## config.mk

```make
export PLATFORM = sky130hd
export DESIGN_NAME = fuzzy_centroid_set_classifier
export DESIGN_NICKNAME = d
export VERILOG_FILES = /design/src/hdl/fcsc_pkg.sv /design/src/hdl/fcsc_tri.sv /design/src/hdl/fcsc_div.sv /design/src/hdl/fuzzy_centroid_set_classifier.sv
export SDC_FILE = /design/constraint.sdc
export NUM_CORES = 2
export LEC_CHECK = 0
export BUFFER_PORTS_ARGS = -buffer_cell sky130_fd_sc_hd__buf_2
export CAP_MARGIN = 20
export CORE_MARGIN = 2
export CORE_UTILIZATION = 58
export DETAILED_ROUTE_END_ITERATION = 6
export PLACE_DENSITY_LB_ADDON = 0.15
export SYNTH_ARGS = -nofsm -noshare
export SYNTH_HDL_FRONTEND = slang
export SYNTH_SLANG_ARGS = --single-unit
```

## constraint.sdc

```tcl
create_clock -name i_clk -period 6.5 [get_ports i_clk]
set_input_delay 0.325 -clock i_clk [delete_from_list [all_inputs] [get_ports i_clk]]
set_output_delay 0.325 -clock i_clk [all_outputs]
set_load 0.01 [all_outputs]
```

## src/hdl/fcsc_pkg.sv

```systemverilog
`default_nettype none

package fcsc_pkg;

    localparam int SET_COUNT = 5;
    localparam int Q_W       = 16;
    localparam int MEM_W     = 17;
    localparam int PROD_W    = 33;
    localparam int BOUNDS_W  = 48;
    localparam int CFG_IDX_W = 3;

    localparam logic [MEM_W-1:0] ONE_Q16 = 17'h10000;

    localparam logic [BOUNDS_W-1:0] BOUNDS_RST [SET_COUNT] = '{
        48'd31886265029888,
        48'd35184858634752,
        48'd40682492272128,
        48'd48379182720000,
        48'd54976353151488
    };

    // membership front end: either a direct value or a divide to run
    typedef struct packed {
        logic             direct;
        logic [MEM_W-1:0] m;
        logic [Q_W-1:0]   num;
        logic [Q_W-1:0]   den;
    } t_tri;

endpackage

`default_nettype wire

```

## src/hdl/fcsc_tri.sv

```systemverilog
`default_nettype none

module fcsc_tri (
    input  wire logic [fcsc_pkg::Q_W-1:0]      i_x,
    input  wire logic [fcsc_pkg::BOUNDS_W-1:0] i_bounds,
    output fcsc_pkg::t_tri                     o_res
);

    logic [fcsc_pkg::Q_W-1:0] lo;
    logic [fcsc_pkg::Q_W-1:0] mid;
    logic [fcsc_pkg::Q_W-1:0] hi;

    assign lo  = i_bounds[15:0];
    assign mid = i_bounds[31:16];
    assign hi  = i_bounds[47:32];

    always_comb begin
        o_res        = '0;
        priority if (i_x < lo || i_x > hi) begin
            o_res.direct = 1'b1;
        end else if (i_x < mid) begin
            o_res.num = i_x - lo;
            o_res.den = mid - lo;
        end else if (i_x == mid) begin
            o_res.direct = 1'b1;
            o_res.m      = fcsc_pkg::ONE_Q16;
        end else begin
            o_res.num = hi - i_x;
            o_res.den = hi - mid;
        end
    end

endmodule

`default_nettype wire

```

## src/hdl/fcsc_div.sv

```systemverilog
`default_nettype none

module fcsc_div #(
    parameter int RW = 21
) (
    input  wire logic                     i_clk,
    input  wire logic                     i_rst_n,
    input  wire logic                     i_start,
    input  wire logic [RW-1:0]            i_rem,
    input  wire logic [fcsc_pkg::Q_W-1:0] i_low,
    input  wire logic [RW-1:0]            i_den,
    output logic                          o_done,
    output logic [fcsc_pkg::Q_W-1:0]      o_quot
);

    logic                     r_busy;
    logic                     r_done;
    logic [3:0]               r_cnt;
    logic [RW-1:0]            r_rem;
    logic [RW-1:0]            r_den;
    logic [fcsc_pkg::Q_W-1:0] r_q;

    logic [RW:0] trial;
    logic        ge;

    // restoring long division, one quotient bit per cycle
    assign trial = {r_rem, r_q[fcsc_pkg::Q_W-1]};
    assign ge    = trial >= {1'b0, r_den};

    always_ff @(posedge i_clk) begin
        if (!i_rst_n) begin
            r_busy <= 1'b0;
            r_done <= 1'b0;
            r_cnt  <= '0;
        end else begin
            if (i_start) begin
                r_busy <= 1'b1;
                r_done <= 1'b0;
                r_cnt  <= '0;
            end else if (r_busy) begin
                r_cnt  <= r_cnt + 4'd1;
                r_busy <= (r_cnt != 4'(fcsc_pkg::Q_W - 1));
                r_done <= (r_cnt == 4'(fcsc_pkg::Q_W - 1));
            end else begin
                r_done <= 1'b0;
            end
        end
    end

    always_ff @(posedge i_clk) begin
        if (i_start) begin
            r_rem <= i_rem;
            r_q   <= i_low;
            r_den <= i_den;
        end else if (r_busy) begin
            r_rem <= ge ? RW'(trial - {1'b0, r_den}) : trial[RW-1:0];
            r_q   <= {r_q[fcsc_pkg::Q_W-2:0], ge};
        end
    end

    assign o_done = r_done;
    assign o_quot = r_q;

endmodule

`default_nettype wire

```

## src/hdl/fuzzy_centroid_set_classifier.sv

```systemverilog
`default_nettype none

// Fuzzy centroid classifier over runs of Q8.8 delay samples. Each sample is
// fuzzified against five triangular sets; the peak membership and peak times
// sample are summed (at most MAX_SAMPLES samples per run). The sample marked
// tlast closes the run and yields one output transaction: the centroid, the
// first set with the greatest nonzero membership of it, and a classified flag.
// Items are handled one at a time through one shared 16-step serial divider:
// a set needs no divide when the sample is outside it or on its peak, else
// one divide; the closing sample adds the centroid divide and a second pass
// over the sets.
// An output transaction may wait on m_axis_tready while the next run starts.
module fuzzy_centroid_set_classifier #(
    parameter int MAX_SAMPLES = 16
) (
    input  wire logic                           i_clk,
    input  wire logic                           i_rst_n,
    // configuration write
    input  wire logic                           i_cfg_valid,
    output logic                                o_cfg_ready,
    input  wire logic [fcsc_pkg::CFG_IDX_W-1:0] i_cfg_index,
    input  wire logic [fcsc_pkg::BOUNDS_W-1:0]  i_cfg_data,
    // sample stream
    input  wire logic                           s_axis_tvalid,
    output logic                                s_axis_tready,
    input  wire logic [15:0]                    s_axis_tdata,  // delay_sample
    input  wire logic                           s_axis_tlast,  // last_sample
    // result stream
    output logic                                m_axis_tvalid,
    input  wire logic                           m_axis_tready,
    output logic [23:0]                         m_axis_tdata,  // set_index, centroid
    output logic                                m_axis_tuser   // classified
);

    localparam int CNT_W = $clog2(MAX_SAMPLES + 1);
    localparam int MT_W  = fcsc_pkg::MEM_W + $clog2(MAX_SAMPLES);
    localparam int WT_W  = MT_W + fcsc_pkg::Q_W;

    localparam logic [2:0] S_IDLE  = 3'd0;
    localparam logic [2:0] S_MEMB  = 3'd1;
    localparam logic [2:0] S_MWAIT = 3'd2;
    localparam logic [2:0] S_MUL   = 3'd3;
    localparam logic [2:0] S_ACC   = 3'd4;
    localparam logic [2:0] S_CENT  = 3'd5;
    localparam logic [2:0] S_CWAIT = 3'd6;
    localparam logic [2:0] S_OUT   = 3'd7;

    logic [fcsc_pkg::BOUNDS_W-1:0] r_bounds [fcsc_pkg::SET_COUNT];

    logic [2:0]                  r_state;
    logic [2:0]                  r_k;
    logic                        r_cls;
    logic                        r_last;
    logic [fcsc_pkg::Q_W-1:0]    r_x;
    logic [fcsc_pkg::MEM_W-1:0]  r_best;
    logic [2:0]                  r_idx;
    logic [fcsc_pkg::PROD_W-1:0] r_prod;
    logic [WT_W-1:0]             r_wt;
    logic [MT_W-1:0]             r_mt;
    logic [CNT_W-1:0]            r_cnt;
    logic                        r_ovalid;
    logic [23:0]                 r_odata;
    logic                        r_ouser;

    fcsc_pkg::t_tri             tri_res;
    logic                       div_start;
    logic [MT_W-1:0]            div_rem;
    logic [fcsc_pkg::Q_W-1:0]   div_low;
    logic [MT_W-1:0]            div_den;
    logic                       div_done;
    logic [fcsc_pkg::Q_W-1:0]   div_quot;
    logic [fcsc_pkg::MEM_W-1:0] cand;
    logic                       step;
    logic                       upd;
    logic                       in_acc;
    logic                       out_free;

    fcsc_tri u_tri (
        .i_x      (r_x),
        .i_bounds (r_bounds[r_k]),
        .o_res    (tri_res)
    );

    fcsc_div #(
        .RW (MT_W)
    ) u_div (
        .i_clk   (i_clk),
        .i_rst_n (i_rst_n),
        .i_start (div_start),
        .i_rem   (div_rem),
        .i_low   (div_low),
        .i_den   (div_den),
        .o_done  (div_done),
        .o_quot  (div_quot)
    );

    assign o_cfg_ready   = 1'b1;
    assign s_axis_tready = (r_state == S_IDLE);
    assign m_axis_tvalid = r_ovalid;
    assign m_axis_tdata  = r_odata;
    assign m_axis_tuser  = r_ouser;

    assign in_acc   = s_axis_tvalid && s_axis_tready;
    assign out_free = !r_ovalid || m_axis_tready;

    // divider operands: set membership or centroid
    always_comb begin
        div_start = 1'b0;
        div_rem   = MT_W'(tri_res.num);
        div_low   = '0;
        div_den   = MT_W'(tri_res.den);
        if (r_state == S_MEMB && !tri_res.direct) begin
            div_start = 1'b1;
        end else if (r_state == S_CENT && r_mt != '0) begin
            div_start = 1'b1;
            div_rem   = r_wt[WT_W-1:fcsc_pkg::Q_W];
            div_low   = r_wt[fcsc_pkg::Q_W-1:0];
            div_den   = r_mt;
        end
    end

    assign cand = (r_state == S_MEMB) ? tri_res.m : {1'b0, div_quot};
    assign step = (r_state == S_MEMB && tri_res.direct) || (r_state == S_MWAIT && div_done);
    assign upd  = cand > r_best;

    always_ff @(posedge i_clk) begin
        if (!i_rst_n) begin
            for (int i = 0; i < fcsc_pkg::SET_COUNT; i++) begin
                r_bounds[i] <= fcsc_pkg::BOUNDS_RST[i];
            end
        end else if (i_cfg_valid && o_cfg_ready
                     && i_cfg_index < fcsc_pkg::CFG_IDX_W'(fcsc_pkg::SET_COUNT)) begin
            r_bounds[i_cfg_index] <= i_cfg_data;
        end
    end

    always_ff @(posedge i_clk) begin
        if (!i_rst_n) begin
            r_state  <= S_IDLE;
            r_wt     <= '0;
            r_mt     <= '0;
            r_cnt    <= '0;
            r_ovalid <= 1'b0;
        end else begin
            if (r_state == S_OUT && out_free) begin
                r_ovalid <= 1'b1;
            end else if (r_ovalid && m_axis_tready) begin
                r_ovalid <= 1'b0;
            end
            unique case (r_state)
                S_IDLE: begin
                    if (in_acc) begin
                        if (r_cnt < CNT_W'(MAX_SAMPLES)) begin
                            r_state <= S_MEMB;
                        end else if (s_axis_tlast) begin
                            r_state <= S_CENT;
                        end
                    end
                end
                S_MEMB: begin
                    if (!tri_res.direct) begin
                        r_state <= S_MWAIT;
                    end else if (r_k == 3'(fcsc_pkg::SET_COUNT - 1)) begin
                        r_state <= r_cls ? S_OUT : S_MUL;
                    end
                end
                S_MWAIT: begin
                    if (div_done) begin
                        if (r_k == 3'(fcsc_pkg::SET_COUNT - 1)) begin
                            r_state <= r_cls ? S_OUT : S_MUL;
                        end else begin
                            r_state <= S_MEMB;
                        end
                    end
                end
                S_MUL: begin
                    r_state <= S_ACC;
                end
                S_ACC: begin
                    r_wt    <= r_wt + WT_W'(r_prod);
                    r_mt    <= r_mt + MT_W'(r_best);
                    r_cnt   <= r_cnt + CNT_W'(1);
                    r_state <= r_last ? S_CENT : S_IDLE;
                end
                S_CENT: begin
                    r_state <= (r_mt != '0) ? S_CWAIT : S_MEMB;
                end
                S_CWAIT: begin
                    if (div_done) begin
                        r_state <= S_MEMB;
                    end
                end
                S_OUT: begin
                    if (out_free) begin
                        r_wt    <= '0;
                        r_mt    <= '0;
                        r_cnt   <= '0;
                        r_state <= S_IDLE;
                    end
                end
                default: begin
                    r_state <= S_IDLE;
                end
            endcase
        end
    end

    always_ff @(posedge i_clk) begin
        if (in_acc) begin
            r_x    <= s_axis_tdata;
            r_last <= s_axis_tlast;
            r_cls  <= 1'b0;
            r_k    <= '0;
            r_best <= '0;
            r_idx  <= '0;
        end
        if (step) begin
            if (upd) begin
                r_best <= cand;
                r_idx  <= r_k;
            end
            if (r_k != 3'(fcsc_pkg::SET_COUNT - 1)) begin
                r_k <= r_k + 3'd1;
            end
        end
        if (r_state == S_MUL) begin
            r_prod <= {16'd0, r_best} * {17'd0, r_x};
        end
        // centroid phase: reuse the set loop on the centroid
        if ((r_state == S_CENT && r_mt == '0) || (r_state == S_CWAIT && div_done)) begin
            r_x    <= (r_state == S_CWAIT) ? div_quot : '0;
            r_cls  <= 1'b1;
            r_k    <= '0;
            r_best <= '0;
            r_idx  <= '0;
        end
        if (r_state == S_OUT && out_free) begin
            r_odata <= {5'd0, r_x, r_idx};
            r_ouser <= (r_best != '0);
        end
    end

`ifndef SYNTHESIS
    a_cnt_bound: assert property (@(posedge i_clk) disable iff (!i_rst_n)
        r_cnt <= CNT_W'(MAX_SAMPLES))
        else $error("sample count beyond limit");

    a_best_bound: assert property (@(posedge i_clk) disable iff (!i_rst_n)
        r_state != S_IDLE |-> r_best <= fcsc_pkg::ONE_Q16)
        else $error("membership above one");

    a_unclassified: assert property (@(posedge i_clk) disable iff (!i_rst_n)
        m_axis_tvalid && !m_axis_tuser |-> m_axis_tdata[2:0] == 3'd0)
        else $error("set index nonzero when unclassified");

    a_run_clear: assert property (@(posedge i_clk) disable iff (!i_rst_n)
        (r_state == S_OUT && out_free) |=> (r_cnt == '0 && r_mt == '0 && r_wt == '0))
        else $error("totals not cleared after run");
`endif

endmodule

`default_nettype wire
```

==> metrics.csv <==
stage;metric;value;unit
outcome;status;finished clean;
setup_path;CP required;6840;ps
routing;DRC;0;
clocking;Reg clk slew, reported paths;60;ps
power;Seq pwr share;0.226;
layout;Final Cell Area;0.04670;mm²
clocking;TritonCTS Sinks;609;
sta;max-slew violations;0;
power;Power Total;23.94;mW
yosys;Ys Warns;0;
setup_path;Arrival @ worst endpoint;6650;ps
routing;Avg Vias per Cell;5.805;
yosys;share of the synthesized area in the top cell type;0.3783;
routing;Vias;29260;
setup_path;cells along the critical path;buf_4 > nand2_1 > fa_1 > fa_1 > fa_1 > fa_1 > fa_1 > fa_1 > inv_1 > ha_1 > buf_4 > and4_4 > nand2_1 > nor3_2 > o21ai_2 > a31oi_1 > buf_4 > nand4_1 > a31oi_2 > a21o_1 > a21oi_2 > xnor2_1;
sta;Fin Clk Skew;64.10;ps
sta;Final Hold Vio Count;0;
layout;diodes inserted;0;
yosys;Synth cell types;80;
global_route;initial antenna violation count;2;
power;Switching Fraction;0.4513;
die;Ports;101;
global_route;total grt overflow;0;
setup_path;Worst Path Max Fanout;9;
routing;wire length per cell;22.57;µm
yosys;most frequent cell after synthesis;edfxtp_1;
global_route;first-pass GRT wire length;170100;µm
routing;Routed WL;113700;µm
yosys;#FFs+latches synth;609;
place;DP HPWL;82890;µm
yosys;commonest cells in the synthesized netlist;edfxtp_1, nand2_1, inv_1;
setup_path;Most common cell on crit path;fa_1;
sta;Achievable Freq;158.6;MHz
layout;fin cells;5040;
die;Die ar.;0.07221;mm²
die;row count;97;
layout;layout cells sized above 1;0.1341;
yosys;Async SR Flop Fraction;0;
setup_path;Max stage delay on crit path;760;ps
power;Comb pwr share;0.606;
routing;Initial DRC Count;2741;
yosys;post-synthesis cell count;3669;
layout;nets;4607;
sta;worst hold margin;40.79;ps
clocking;Bufs on Longest Clock Path;3;
sta;part of the cycle the worst path needs;0.9700;
sta;final setup violation count;0;
power;Power Dens Cells;512.6;mW/mm²
clocking;Clk Latency, worst-skew pair;660;ps
clocking;CTS root buf;clkbuf_16;
yosys;Post-synth EDFFs;512;
power;Clock power frac;0.168;
power;Leakage Power;19.35;nW
power;VDD IR-drop max;0.6084;mV
yosys;register area share after synthesis;0.4261;
clocking;CTS tree;built;
global_route;number of global-route vias before repair;28730;
place;Post-DP Area;0.04361;mm²
place;Placed Cells;4852;
yosys;Cell Area, Synth;0.04064;mm²
yosys;average size of a mapped cell;11.08;µm²
yosys;cell taking the most area after synthesis;edfxtp_1;
setup_path;slowest CP cell;edfxtp_1;
place;IO Port Bufs;94;
yosys;Synth Flop Type;edfxtp_1;
die;Core ar.;0.06966;mm²
clocking;H-tree levels;3;
power;Net Switching;10.80;mW
clocking;TritonCTS buffer count;69;
sta;Slew @ Worst Pin;1071;ps
die;die extent in x;268.7;µm
job;max_cap viols;0;
sta;crit path time final;6305;ps
place;Routability Congestion;0.9872;
power;Int Pwr;13.14;mW
routing;TritonRoute pass-1 iters;5;
yosys;synth top area cells;edfxtp_1, fa_1, ha_1;
place;Post-Place Setup Slack;-77.47;ps
setup_path;CP Capture Type;flop;
setup_path;CP Launch Type;flop;
die;Die Height;268.7;µm
die;Initial Utilization;0.5834;
sta;final worst slack;195.2;ps
hold_path;Hold Crit Class;input port to flop;
global_route;pin count of the biggest net entering global routing;57;
routing;Antenna Violating Nets Remaining;0;
global_route;GRT Overall Usage;0.3183;
layout;area added between synthesis and finish;14.91;%
sta;slew margin rel.;0.2840;
setup_path;critical setup path kind;flop to flop;
-- registers in the layout, indices dropped and copies added (netlist names), 3 cells and up --
| signal | flops |
|---|---|
| m_axis_tdata | 19 |
| r_best | 17 |
| r_bounds | 384 |
| r_cnt | 5 |
| r_idx | 3 |
| r_k | 3 |
| r_mt | 21 |
| r_prod | 33 |
| r_state | 3 |
| r_wt | 37 |
| r_x | 16 |
| u_div.o_quot | 16 |
| u_div.r_cnt | 4 |
| u_div.r_den | 21 |
| u_div.r_rem | 21 |
-- cell usage in the layout, fill, tap and decap left out, types with 25 or more instances in the layout --
| cell type | n |
|---|---|
| conb_1 | 150 |
| o21ai_0 | 132 |
| or3_1 | 37 |
| nor2_1 | 244 |
| dfxtp_1 | 93 |
| xnor2_1 | 78 |
| nand2_1 | 340 |
| mux4_2 | 96 |
| and2_1 | 251 |
| nand2b_1 | 49 |
| xor2_1 | 53 |
| dlygate4sd3_1 | 52 |
| fa_1 | 215 |
| edfxtp_1 | 512 |
| a21oi_1 | 141 |
| buf_4 | 156 |
| nor3_1 | 39 |
| nand3_1 | 80 |
| mux2i_1 | 52 |
| buf_2 | 94 |
| a21o_1 | 62 |
| nor2b_1 | 37 |
| ha_1 | 273 |
| clkbuf_16 | 70 |
| o21a_1 | 25 |
| inv_1 | 333 |
-- power groups by stage --
stage | registers, mW | clock network (mW) | logic, mW
2_1_floorplan | 5.27 | 0 | 9.10
3_3_place_gp | 5.45 | 0 | 13.8
3_5_place_dp | 5.46 | 0 | 14.1
4_1_cts | 5.39 | 4.06 | 14.2
5_1_grt | 5.44 | 4.20 | 15.8
6_report | 5.41 | 4.01 | 14.5
-- metrics by stage --
step                utilization  setup TNS [ps]
global route             0.6704          -27.10
global placement         0.6259               0
floorplan                     -               0
CTS                      0.6677               0
detailed placement       0.6259          -77.47
finish                   0.6704               0
-- repair_timing --
action | in CTS | in global routing
gates cloned | 0 | 1
setup endpoints to repair | 1 | 26
endpoints found under the hold margin | 148 | 0
pin swaps | 0 | 3
hold buffers | 52 | 0
buffers inserted | 0 | 8
resized for setup | 1 | 28
-- final timing paths --
check / start / endpoint / slack (ps) / cells past startpoint
setup / recovery: r_x[12] / r_prod[32] / 200 / 22
hold reg to reg: r_cls / r_cls / 470 / 2
setup reg to reg: r_x[12] / r_prod[32] / 200 / 22
hold / removal: s_axis_tdata[13] / r_x[13] / 40 / 3
-- cell families after synthesis --
kind of cell,count (synthesis),synth area share
other,2,0.0001848
adders and majority gates,490,0.1906
buffers and inverters,506,0.04812
muxes,168,0.07155
and+or+nand+nor,1168,0.1405
xor gates and xnor gates,131,0.02823
AOI/OAI and AO/OA,595,0.09473
DFF,609,0.4261
-- per-layer routing --
metal  vias up  global-route usage  part of all wire
met1     14290              0.4160              0.39
li1      13500                   -                 -
met2      1182              0.5274              0.48
met3       281             0.04968             0.078
met4         2              0.1437             0.048
met5         -                   0          0.000097
-- final cells by class --
cell class / count / area (µm²)
multi-input combinational: 2702 / 22120
inverter: 348 / 1320
tap: 940 / 1176
clock buffer: 83 / 1841
fill: 5374 / 22960
timing repair buffer: 313 / 2365
clock inverter: 44 / 545.5
timing repair inverter: 1 / 5.005
sequential: 609 / 17330
-- worst max-delay path: cells and delay by family (launching register included) --
kind | cells | cell delay (ps)
AND/OR/NAND/NOR | 5 | 720
adder cells (fa/ha/maj) | 7 | 3180
buffers and inverters | 4 | 580
AO/OA/AOI/OAI | 5 | 690
flip-flops | 1 | 760
XOR/XNOR | 1 | 120
(Power assumes the default switching activity.)
